<file path="src/sv/fsg_pkg.sv">
// Shared opcodes, field widths and controller/datapath interface types for the sand grid.
package fsg_pkg;

    localparam int OP_W    = 2;
    localparam int COORD_W = 6;

    localparam logic [OP_W-1:0] OP_TICK = 2'd0;
    localparam logic [OP_W-1:0] OP_ADD  = 2'd1;
    localparam logic [OP_W-1:0] OP_READ = 2'd2;

    // Commands from the controller to the datapath.
    typedef struct packed {
        logic accept;
        logic row_init;
        logic load;
        logic scan;
        logic wr_cur;
        logic wr_below;
        logic row_dec;
        logic check;
        logic set_acc;
        logic out_load;
    } cmd_t;

    // Status from the datapath to the controller.
    typedef struct packed {
        logic [OP_W-1:0] op;
        logic            in_grid;
        logic            scan_none;
        logic            scan_last;
        logic            row_zero;
    } sts_t;

endpackage

</file>
<file path="src/sv/fsg_ctrl.sv">
// Controller state machine that sequences add, read and tick passes over the grid.
module fsg_ctrl (
    input  logic          aclk,
    input  logic          aresetn,
    input  logic          s_tvalid,
    output logic          s_tready,
    input  logic          m_tready,
    output logic          m_tvalid,
    input  fsg_pkg::sts_t sts,
    output fsg_pkg::cmd_t cmd
);
    import fsg_pkg::*;

    localparam logic [3:0] S_IDLE    = 4'd0;
    localparam logic [3:0] S_DECODE  = 4'd1;
    localparam logic [3:0] S_CHECK   = 4'd2;
    localparam logic [3:0] S_TRD     = 4'd3;
    localparam logic [3:0] S_TLOAD   = 4'd4;
    localparam logic [3:0] S_SCAN    = 4'd5;
    localparam logic [3:0] S_WRCUR   = 4'd6;
    localparam logic [3:0] S_WRBELOW = 4'd7;
    localparam logic [3:0] S_DONE    = 4'd8;

    logic [3:0] state_reg;
    logic [3:0] state_next;
    logic       mvalid_reg;
    logic       mvalid_next;

    always_comb begin
        state_next  = state_reg;
        cmd         = '0;
        mvalid_next = mvalid_reg && !m_tready;
        case (state_reg)
            S_IDLE: begin
                if (s_tvalid) begin
                    cmd.accept = 1'b1;
                    state_next = S_DECODE;
                end
            end
            S_DECODE: begin
                case (sts.op)
                    OP_TICK: begin
                        if (sts.scan_none) begin
                            cmd.set_acc = 1'b1;
                            state_next  = S_DONE;
                        end else begin
                            cmd.row_init = 1'b1;
                            state_next   = S_TRD;
                        end
                    end
                    OP_ADD, OP_READ: begin
                        // The memory read of the addressed row happens in this cycle.
                        state_next = sts.in_grid ? S_CHECK : S_DONE;
                    end
                    default: begin
                        state_next = S_DONE;
                    end
                endcase
            end
            S_CHECK: begin
                cmd.check  = 1'b1;
                state_next = S_DONE;
            end
            S_TRD: begin
                state_next = S_TLOAD;
            end
            S_TLOAD: begin
                cmd.load   = 1'b1;
                state_next = S_SCAN;
            end
            S_SCAN: begin
                cmd.scan = 1'b1;
                if (sts.scan_last) begin
                    state_next = S_WRCUR;
                end
            end
            S_WRCUR: begin
                cmd.wr_cur = 1'b1;
                state_next = S_WRBELOW;
            end
            S_WRBELOW: begin
                cmd.wr_below = 1'b1;
                if (sts.row_zero) begin
                    cmd.set_acc = 1'b1;
                    state_next  = S_DONE;
                end else begin
                    cmd.row_dec = 1'b1;
                    state_next  = S_TRD;
                end
            end
            S_DONE: begin
                if (!mvalid_reg || m_tready) begin
                    cmd.out_load = 1'b1;
                    mvalid_next  = 1'b1;
                    state_next   = S_IDLE;
                end
            end
            default: begin
                state_next = S_IDLE;
            end
        endcase
    end

    always_ff @(posedge aclk) begin
        if (!aresetn) begin
            state_reg  <= S_IDLE;
            mvalid_reg <= 1'b0;
        end else begin
            state_reg  <= state_next;
            mvalid_reg <= mvalid_next;
        end
    end

    assign s_tready = (state_reg == S_IDLE);
    assign m_tvalid = mvalid_reg;

endmodule

</file>
<file path="config.mk">
export PLATFORM = sky130hd
export DESIGN_NAME = fsg_ctrl
export DESIGN_NICKNAME = d
export VERILOG_FILES = /design/src/sv/fsg_pkg.sv /design/src/sv/fsg_ctrl.sv
export SDC_FILE = /design/constraint.sdc
export NUM_CORES = 1
export LEC_CHECK = 0
export BUFFER_PORTS_ARGS = -buffer_cell sky130_fd_sc_hd__buf_2
export CAP_MARGIN = 20
export CORE_AREA = 2 2 39 41
export DETAILED_ROUTE_END_ITERATION = 16
export DIE_AREA = 0 0 41 43
export MAX_ROUTING_LAYER = met4
export PLACE_DENSITY = 0.58
export SLEW_MARGIN = 10
export SYNTH_ARGS = -nofsm -noshare
export SYNTH_HDL_FRONTEND = slang
export SYNTH_SLANG_ARGS = --single-unit
</file>
<file path="constraint.sdc">
create_clock -name aclk -period 3.45 [get_ports aclk]
set_input_delay 0.5175 -clock aclk [delete_from_list [all_inputs] [get_ports aclk]]
set_output_delay 0.5175 -clock aclk [all_outputs]
set_load 0.02 [all_outputs]
</file>
==> summary.md, run 1 <==
| Metric | Value |
|---|---|
| Initial core utilization | `32.64%` |
| Placeable core region | `1384 um2` |
| Post-synthesis average cell area | `7.405 um2` |
| Worst hold slack | `540.1 ps` |
| CTS clk-pin slew, worst paths | `40 ps` |
| Number of flip-flops under the largest register name | `4` |
| Mux share of post-synthesis cell area | `2.493%` |
| All-Layer GR Usage | `14.43%` |
| Post-cts sizing count | `0` |
| CTS Sinks | `5` |
| Clock root buffer | `sky130_fd_sc_hd__clkbuf_4` |
| Yosys cell types | `29` |
| Vias per cell | `4.878` |
| Compound-cell area share of the yosys netlist | `21.33%` |
| Post-route non-filler standard cell count | `98` |
| Number of setup violations in the final report | `0` |
| Layout area overhead | `29.64%` |
| Clock tree from TritonCTS | `done` |
| Hold WC Path Type | `in2reg` |
| Netlist area before placement | `451.7 um2` |
| Area share of the largest cell type after synthesis | `22.16%` |
| Post-Synth Simple-Gate Area | `38.50%` |
| Max Root-Sink Buffers | `2` |
| FP Rows | `14` |
| Initial antenna violation count | `0` |
| CP Max Fanout | `15` |
| Final hold violations | `0` |
| Most used standard cells in the synthesized netlist | `sky130_fd_sc_hd__nor2_1 (6), sky130_fd_sc_hd__dfxtp_1 (5), sky130_fd_sc_hd__inv_1 (5), sky130_fd_sc_hd__nand2b_1 (5)` |
| Setup Skew | `1.199 ps` |
| Fraction of registers with async set or reset after synthesis | `0%` |
| Number of max-slew violations in the final report | `0` |
| RSZ-0062 raised after global routing | `no` |
| Post-CTS Hold Buffers | `0` |
| Part of the cycle the worst path needs | `62.84%` |
| Total Die Area | `1763 um2` |
| Detailed-route wire length per cell | `10.85 um` |
| Maximum clock rate | `461.3 MHz` |
| Overall die height | `43 um` |
| Post-Synthesis Cells | `61` |
| Ports placed on the boundary | `22` |
| Dominant register cell in the synthesized netlist | `sky130_fd_sc_hd__dfxtp_1` |
| Power density relative to cell area | `336.8 nW/um2` |
| Number of DRC violations after detailed routing | `0` |
| Warnings, synthesis | `0` |
| Overall power consumption | `0.1972 mW` |
| Sequential cell area fraction in the yosys report | `22.16%` |
| Maximum number of pins on one net before global-route repair | `16` |
| Estimated wirelength of the detail-placed design | `815.3 um` |
| Iteration-0 DRC count of the detailed router | `5` |
| Cts bufs inserted | `3` |
| Post-CTS setup buffers | `0` |
| Setup crit start kind | `register` |
| Worst slew margin relative to its limit | `72.30%` |
| Minimum clock period after layout | `2168 ps` |
| Final GP Congestion | `0.7802` |
| Transition at the pin with the smallest max-transition slack | `414.9 ps` |
| Top cell type by total area after synthesis | `sky130_fd_sc_hd__dfxtp_1` |
| Data arrival at the endpoint of the critical path | `1650 ps` |
| GRT overflow | `0` |
| Number of routed nets with antenna violations | `0` |
| Number of register bits inferred by synthesis | `5` |
| Type of the setup path with the least slack | `reg2out` |
| Count of input and output buffers | `21` |
| Htree depth | `1` |
| Share of layout cells above drive strength 1 | `32.93%` |
| Worst voltage drop across the vdd grid | `0.1522 mV` |
| Synth Area in Adders | `5.540%` |
| Fraction of synthesized cell area in xor and xnor cells | `1.939%` |
| Wire length of the first global-routing pass | `1.711 mm` |
| Number of flops mapped to enable cells by yosys | `0` |
| Outcome | `finished, final reports clean` |
| Syn Nets | `73` |
| Crit. End Element | `primary output` |
| Largest family of logic cells by synthesized area | `simple AND/OR/NAND/NOR gates` |
| Leakage power summed over all cells | `0.2821 nW` |
| Data required, critical path | `2930 ps` |
| Number of placed instances, taps included | `94` |
| Most common cell in the synthesized netlist | `sky130_fd_sc_hd__nor2_1` |
| Final nets | `95` |
| Worst-skew pair later-pin latency | `230 ps` |
| Diodes inserted | `0` |
| Wirelength, routed | `1.063 mm` |
| Number of optimization iterations in the first detailed-route pass | `4` |
| Via count | `478` |
| Max-capacitance violation count | `0` |
| Vias in the first global route | `410` |
| Synth area leaders | `sky130_fd_sc_hd__dfxtp_1 (22%), sky130_fd_sc_hd__nand2b_1 (6.9%), sky130_fd_sc_hd__ha_1 (5.5%), sky130_fd_sc_hd__nor2_1 (5.0%), sky130_fd_sc_hd__nor3_1 (4.4%)` |
| Width of the die | `41 um` |
| TNS Setup | `0 ps` |
-- through the flow --
stage / worst slack (ps) / instance area [um2] / utilization [%]
3_5_place_dp: 1538 / 559.3 / 40.42
6_report: 1282 / 585.6 / 42.31
4_1_cts: 1277 / 585.6 / 42.31
3_3_place_gp: 1546 / 559.3 / 40.42
2_1_floorplan: 1308 / 451.7 / -
5_1_grt: 1178 / 585.6 / 42.31
-- cell usage in the layout (no fill, tap or decap), drive strengths merged --
cell type / count
clkbuf: 4
nor3: 4
a221oi: 1
and3: 3
o21a: 2
xor2: 1
a21oi: 1
buf: 21
o2111ai: 1
nand3b: 1
o311a: 1
o41ai: 1
or4b: 1
and2: 2
ha: 2
a2bb2oi: 1
nand2b: 5
inv: 5
nand2: 4
nor2b: 3
nand3: 1
dfxtp: 5
mux2: 1
o2bb2ai: 2
nor4: 1
a21boi: 1
a31oi: 1
nor2: 6
-- area by class of cell --
| cell class | count | area [um2] |
|---|---|---|
| multi-input combinational | 47 | 315.3 |
| inverter | 5 | 18.77 |
| clock buffer | 4 | 26.28 |
| timing repair buffer | 21 | 105.1 |
| tap | 16 | 20.02 |
| sequential | 5 | 100.1 |
| fill | 157 | 798.3 |
-- logic make-up (layout without fill, tap and decap cells) --
| family | after synthesis | count (layout) |
|---|---|---|
| DFF | 5 | 5 |
| and+or+nand+nor | 31 | 31 |
| xor gates and xnor gates | 1 | 1 |
| AOI/OAI and AO/OA | 12 | 12 |
| muxes | 1 | 1 |
| adders and majority gates | 2 | 2 |
| buffers and inverters | 9 | 30 |
-- routing by layer --
metal  global-route usage (%)  part of all wire (%)
met3                    1.571                   4.9
met2                    20.31                    48
met5                        -                     0
met4                    8.000                     0
met1                    19.42                    47
-- power breakdown --
group	internal, mW	switching (mW)
Clock	0.0435	0.0207
Combinational	0.0283	0.0314
Sequential	0.0624	0.0108
-- critical path, stage by stage (launching register included) --
cell                        delay, ps
sky130_fd_sc_hd__dfxtp_1          560
sky130_fd_sc_hd__or4b_4           540
sky130_fd_sc_hd__o2bb2ai_1        140
sky130_fd_sc_hd__buf_2            170
-- final timing paths --
check | start | end | slack (ps) | cells past startpoint
max | state_reg[0] | cmd[1] | 1280 | 3
min | aresetn | state_reg[3] | 540 | 2
max reg2reg | state_reg[0] | state_reg[3] | 1930 | 3
min reg2reg | m_tvalid | m_tvalid | 550 | 2
No activity file was read; power rests on OpenSTA's default activity.
==> inputs of run 2 (changes only) <==
Settings changed: ABC_AREA set to 1, PLACE_DENSITY 0.58 to 0.6.
Clock period 3.45 ns to 1.8 ns, I/O delays scaled along.
==> run 2 against run 1 <==
  * Clock power is 110% higher
  * Via count rose by 12%
  * Setup slack got worse by 1000 ps
  * Largest cell class unchanged
  * Register-to-register slack got worse by 1300 ps
  * First-iteration DRC count down 60%
  * Largest power group is now clock
==> summary.md, run 2 <==
| Metric | Value |
|---|---|
| Crit. End Element | `primary output (unchanged)` |
| Number of flops mapped to enable cells by yosys | `0 (unchanged)` |
| Final hold violations | `0 (unchanged)` |
| Syn Nets | `90 (was 73)` |
| Buffers & Inverters on Critical Path | `3 (was 1)` |
| Vias per cell | `4.496 (was 4.878)` |
| RSZ-0062 raised after global routing | `no (unchanged)` |
| Most common cell in the synthesized netlist | `sky130_fd_sc_hd__inv_1 (was sky130_fd_sc_hd__nor2_1)` |
| Power density relative to cell area | `613.9 nW/um2 (was 336.8 nW/um2)` |
| Overall die height | `43 um (unchanged)` |
| TNS Setup | `0 ps (unchanged)` |
| Reg2reg end | `state_reg[0] (was state_reg[3])` |
| Commonest cells after routing, fill and taps aside | `sky130_fd_sc_hd__buf_2 (21), sky130_fd_sc_hd__inv_1 (20), sky130_fd_sc_hd__nand2_1 (17) (was sky130_fd_sc_hd__buf_2 (21), sky130_fd_sc_hd__nor2_1 (6), sky130_fd_sc_hd__inv_1 (5), sky130_fd_sc_hd__nand2b_1 (5), sky130_fd_sc_hd__dfxtp_1 (5))` |
| Clock tree from TritonCTS | `done (unchanged)` |
| Worst Reg-to-Reg Cells | `6 (was 3)` |
| CP Max Fanout | `6 (was 15)` |
| Worst Hold Path EP | `state_reg[3] (unchanged)` |
| Post-CTS Hold Buffers | `0 (unchanged)` |
| FP Rows | `14 (unchanged)` |
| Yosys cell types | `18 (was 29)` |
| Hold WC Path Type | `in2reg (unchanged)` |
| Hold Path Stages | `3 (was 2)` |
| Via count | `535 (was 478)` |
| Reg-to-Reg Start | `state_reg[0] (unchanged)` |
| Number of routed nets with antenna violations | `0 (unchanged)` |
| Wire length of the first global-routing pass | `1.876 mm (was 1.711 mm)` |
| Estimated wirelength of the detail-placed design | `890.5 um (was 815.3 um)` |
| Crit-path slowest cell | `sky130_fd_sc_hd__dfxtp_1 (unchanged)` |
| Number of max-slew violations in the final report | `0 (unchanged)` |
| CTS clk-pin slew, worst paths | `40 ps (about the same)` |
| Most used standard cells in the synthesized netlist | `sky130_fd_sc_hd__inv_1 (20), sky130_fd_sc_hd__nand2_1 (17), sky130_fd_sc_hd__nor2_1 (8) (was sky130_fd_sc_hd__nor2_1 (6), sky130_fd_sc_hd__dfxtp_1 (5), sky130_fd_sc_hd__inv_1 (5), sky130_fd_sc_hd__nand2b_1 (5))` |
| Post-placement worst setup slack | `437.9 ps (was 1538 ps)` |
| Number of setup violations in the final report | `0 (unchanged)` |
| Initial core utilization | `32.46% (was 32.64%)` |
| Diodes inserted | `0 (unchanged)` |
| Part of the cycle the worst path needs | `86.56%` |
| Worst-skew pair later-pin latency | `250 ps (was 230 ps)` |
| Post-route non-filler standard cell count | `119 (was 98)` |
| Vias in the first global route | `480 (was 410)` |
| CTS Sinks | `5 (unchanged)` |
| Detailed-route wire length per cell | `8.832 um (was 10.85 um)` |
| Initial antenna violation count | `0 (unchanged)` |
| Number of register bits inferred by synthesis | `5 (unchanged)` |
| Outcome | `finished, final reports clean (unchanged)` |
| Width of the die | `41 um (unchanged)` |
| Share of layout cells above drive strength 1 | `33.01% (was 32.93%)` |
| Number of DRC violations after detailed routing | `0 (unchanged)` |
| Sequential cell area fraction in the yosys report | `22.28% (was 22.16%)` |
| Dominant register cell in the synthesized netlist | `sky130_fd_sc_hd__dfxtp_1 (unchanged)` |
| Leading cell type in the layout, fill and taps excluded | `sky130_fd_sc_hd__buf_2 (unchanged)` |
| Number of placed instances, taps included | `115 (was 94)` |
| Type of the setup path with the least slack | `reg2out (unchanged)` |
| Post-route setup slack | `242.0 ps (was 1282 ps)` |
| Final instance area | `600.6 um2 (was 585.6 um2)` |
| Register-to-register setup slack | `640 ps (was 1930 ps)` |
| Most used cell, CP | `sky130_fd_sc_hd__inv_2` |
| Count of input and output buffers | `21 (unchanged)` |
| Data required, critical path | `1530 ps (was 2930 ps)` |
| Synth area leaders | `sky130_fd_sc_hd__dfxtp_1 (22%), sky130_fd_sc_hd__inv_1 (17%), sky130_fd_sc_hd__nand2_1 (14%), sky130_fd_sc_hd__nand3_1 (6.7%), sky130_fd_sc_hd__nor2_1 (6.7%) (was sky130_fd_sc_hd__dfxtp_1 (22%), sky130_fd_sc_hd__nand2b_1 (6.9%), sky130_fd_sc_hd__ha_1 (5.5%), sky130_fd_sc_hd__nor2_1 (5.0%), sky130_fd_sc_hd__nor3_1 (4.4%))` |
| Layout area overhead | `33.70% (was 29.64%)` |
| Htree depth | `1 (unchanged)` |
| Post-Synthesis Cells | `78 (was 61)` |
| Max-capacitance violation count | `0 (unchanged)` |
| Iteration-0 DRC count of the detailed router | `2 (was 5)` |
| Final GP Congestion | `0.7266 (was 0.7802)` |
| Worst hold start | `aresetn (unchanged)` |
| Number of optimization iterations in the first detailed-route pass | `4 (unchanged)` |
| Post-cts sizing count | `0 (unchanged)` |
| Placeable core region | `1384 um2 (unchanged)` |
| Total Die Area | `1763 um2 (unchanged)` |
| Post-detailed-placement cell area | `574.3 um2 (was 559.3 um2)` |
| Top cell type by total area after synthesis | `sky130_fd_sc_hd__dfxtp_1 (unchanged)` |
| Maximum clock rate | `641.8 MHz` |
| Minimum clock period after layout | `1558 ps` |
| Area share of the largest cell type after synthesis | `22.28% (was 22.16%)` |
| Fill cell total of the finished layout | `166 (was 157)` |
| Setup Skew | `4.603 ps (was 1.199 ps)` |
| Worst hold slack | `223.7 ps (was 540.1 ps)` |
| Post-synthesis average cell area | `5.759 um2 (was 7.405 um2)` |
| Post-CTS setup buffers | `0 (unchanged)` |
| All-Layer GR Usage | `16.77% (was 14.43%)` |
| Final nets | `116 (was 95)` |
| CP top delay family | `flip-flops (unchanged)` |
| Worst slew margin relative to its limit | `86.67% (was 72.30%)` |
| Largest stage delay on the critical path | `330 ps (was 560 ps)` |
| Wirelength, routed | `1.051 mm (was 1.063 mm)` |
| Transition at the pin with the smallest max-transition slack | `199.3 ps (was 414.9 ps)` |
| Number of flip-flops under the largest register name | `4 (unchanged)` |
| Fraction of registers with async set or reset after synthesis | `0% (unchanged)` |
| Leakage power summed over all cells | `0.3988 nW (was 0.2821 nW)` |
| Netlist area before placement | `449.2 um2 (was 451.7 um2)` |
| Worst voltage drop across the vdd grid | `0.2669 mV (was 0.1522 mV)` |
| Clock root buffer | `sky130_fd_sc_hd__clkbuf_4 (unchanged)` |
| Max Root-Sink Buffers | `2 (unchanged)` |
| Setup crit start kind | `register (unchanged)` |
| Warnings, synthesis | `0 (unchanged)` |
| Ports placed on the boundary | `22 (unchanged)` |
| Cell-by-cell trace of the critical path | `inv_2, nor2_4, inv_2, nor2_2, nand2_1, o31ai_1, buf_2 (was or4b_4, o2bb2ai_1, buf_2)` |
| Data arrival at the endpoint of the critical path | `1290 ps (was 1650 ps)` |
| Maximum number of pins on one net before global-route repair | `7 (was 16)` |
| GRT overflow | `0 (unchanged)` |
| Cts bufs inserted | `3 (unchanged)` |
## run 2: cell count changes after synthesis, moves of 3 or more
cell                       before  now
sky130_fd_sc_hd__nand2_1        4   17
sky130_fd_sc_hd__nor3_1         4    1
sky130_fd_sc_hd__nand3_1        1    6
sky130_fd_sc_hd__nor2_2         0    4
sky130_fd_sc_hd__inv_1          5   20
sky130_fd_sc_hd__and3_1         3    0
sky130_fd_sc_hd__nand2b_1       5    0
## run 2: report_power, final
group          leakage (nW)  total, mW  internal [mW]  switching, mW
sequential           0.0407      0.126          0.118        0.00785
combinational         0.343      0.111         0.0419         0.0693
clock                0.0150      0.132         0.0839         0.0480
## run 2: worst max path at each step
stage	start	endpoint	slack, ps	cells after the start
6_report	state_reg[2]	cmd[1]	240	7
5_1_grt	state_reg[0]	cmd[0]	130	4
4_1_cts	state_reg[2]	cmd[1]	230	7
3_5_place_dp	sts[4]	cmd[1]	440	6
3_3_place_gp	sts[4]	cmd[1]	470	6
2_1_floorplan	sts[4]	cmd[1]	420	4
## run 2: worst min-delay path: stages
cell                      delay, ps
sky130_fd_sc_hd__buf_2           80
sky130_fd_sc_hd__o21ai_1         50
sky130_fd_sc_hd__inv_1           40
## run 2: stage by stage
step / utilization (%) / total power, mW
5_1_grt: 43.40 / 0.4086
4_1_cts: 43.40 / 0.3763
3_3_place_gp: 41.50 / 0.2374
6_report: 43.40 / 0.3687
2_1_floorplan: - / 0.2044
3_5_place_dp: 41.50 / 0.2394
## run 2: cell type report
cell class | instances | area (um2) | area share [%]
Timing Repair Buffer | 21 | 105.1 | 17.50
Inverter | 22 | 82.58 | 13.75
Multi-Input combinational cell | 51 | 266.5 | 44.38
Sequential cell | 5 | 100.1 | 16.67
Clock buffer | 4 | 26.28 | 4.375
Tap cell | 16 | 20.02 | 3.333
## run 2: cell families (layout without fill, tap and decap cells)
kind of cell               count (synthesis)  in the layout  share of synthesized area [%]
adders and majority gates                  2              2                          5.570
DFF                                        5              5                          22.29
and+or+nand+nor                           41             41                          43.45
buffers and inverters                     22             47                          18.38
AOI/OAI and AO/OA                          8              8                          10.31
## run 2: metal layers
layer	share of wire [%]	track usage [%]	up-vias
li1	-	-	285
met1	46	20.26	226
met4	3.0	10.00	0
met2	43	21.88	19
met5	0	-	-
met3	7.2	7.853	5
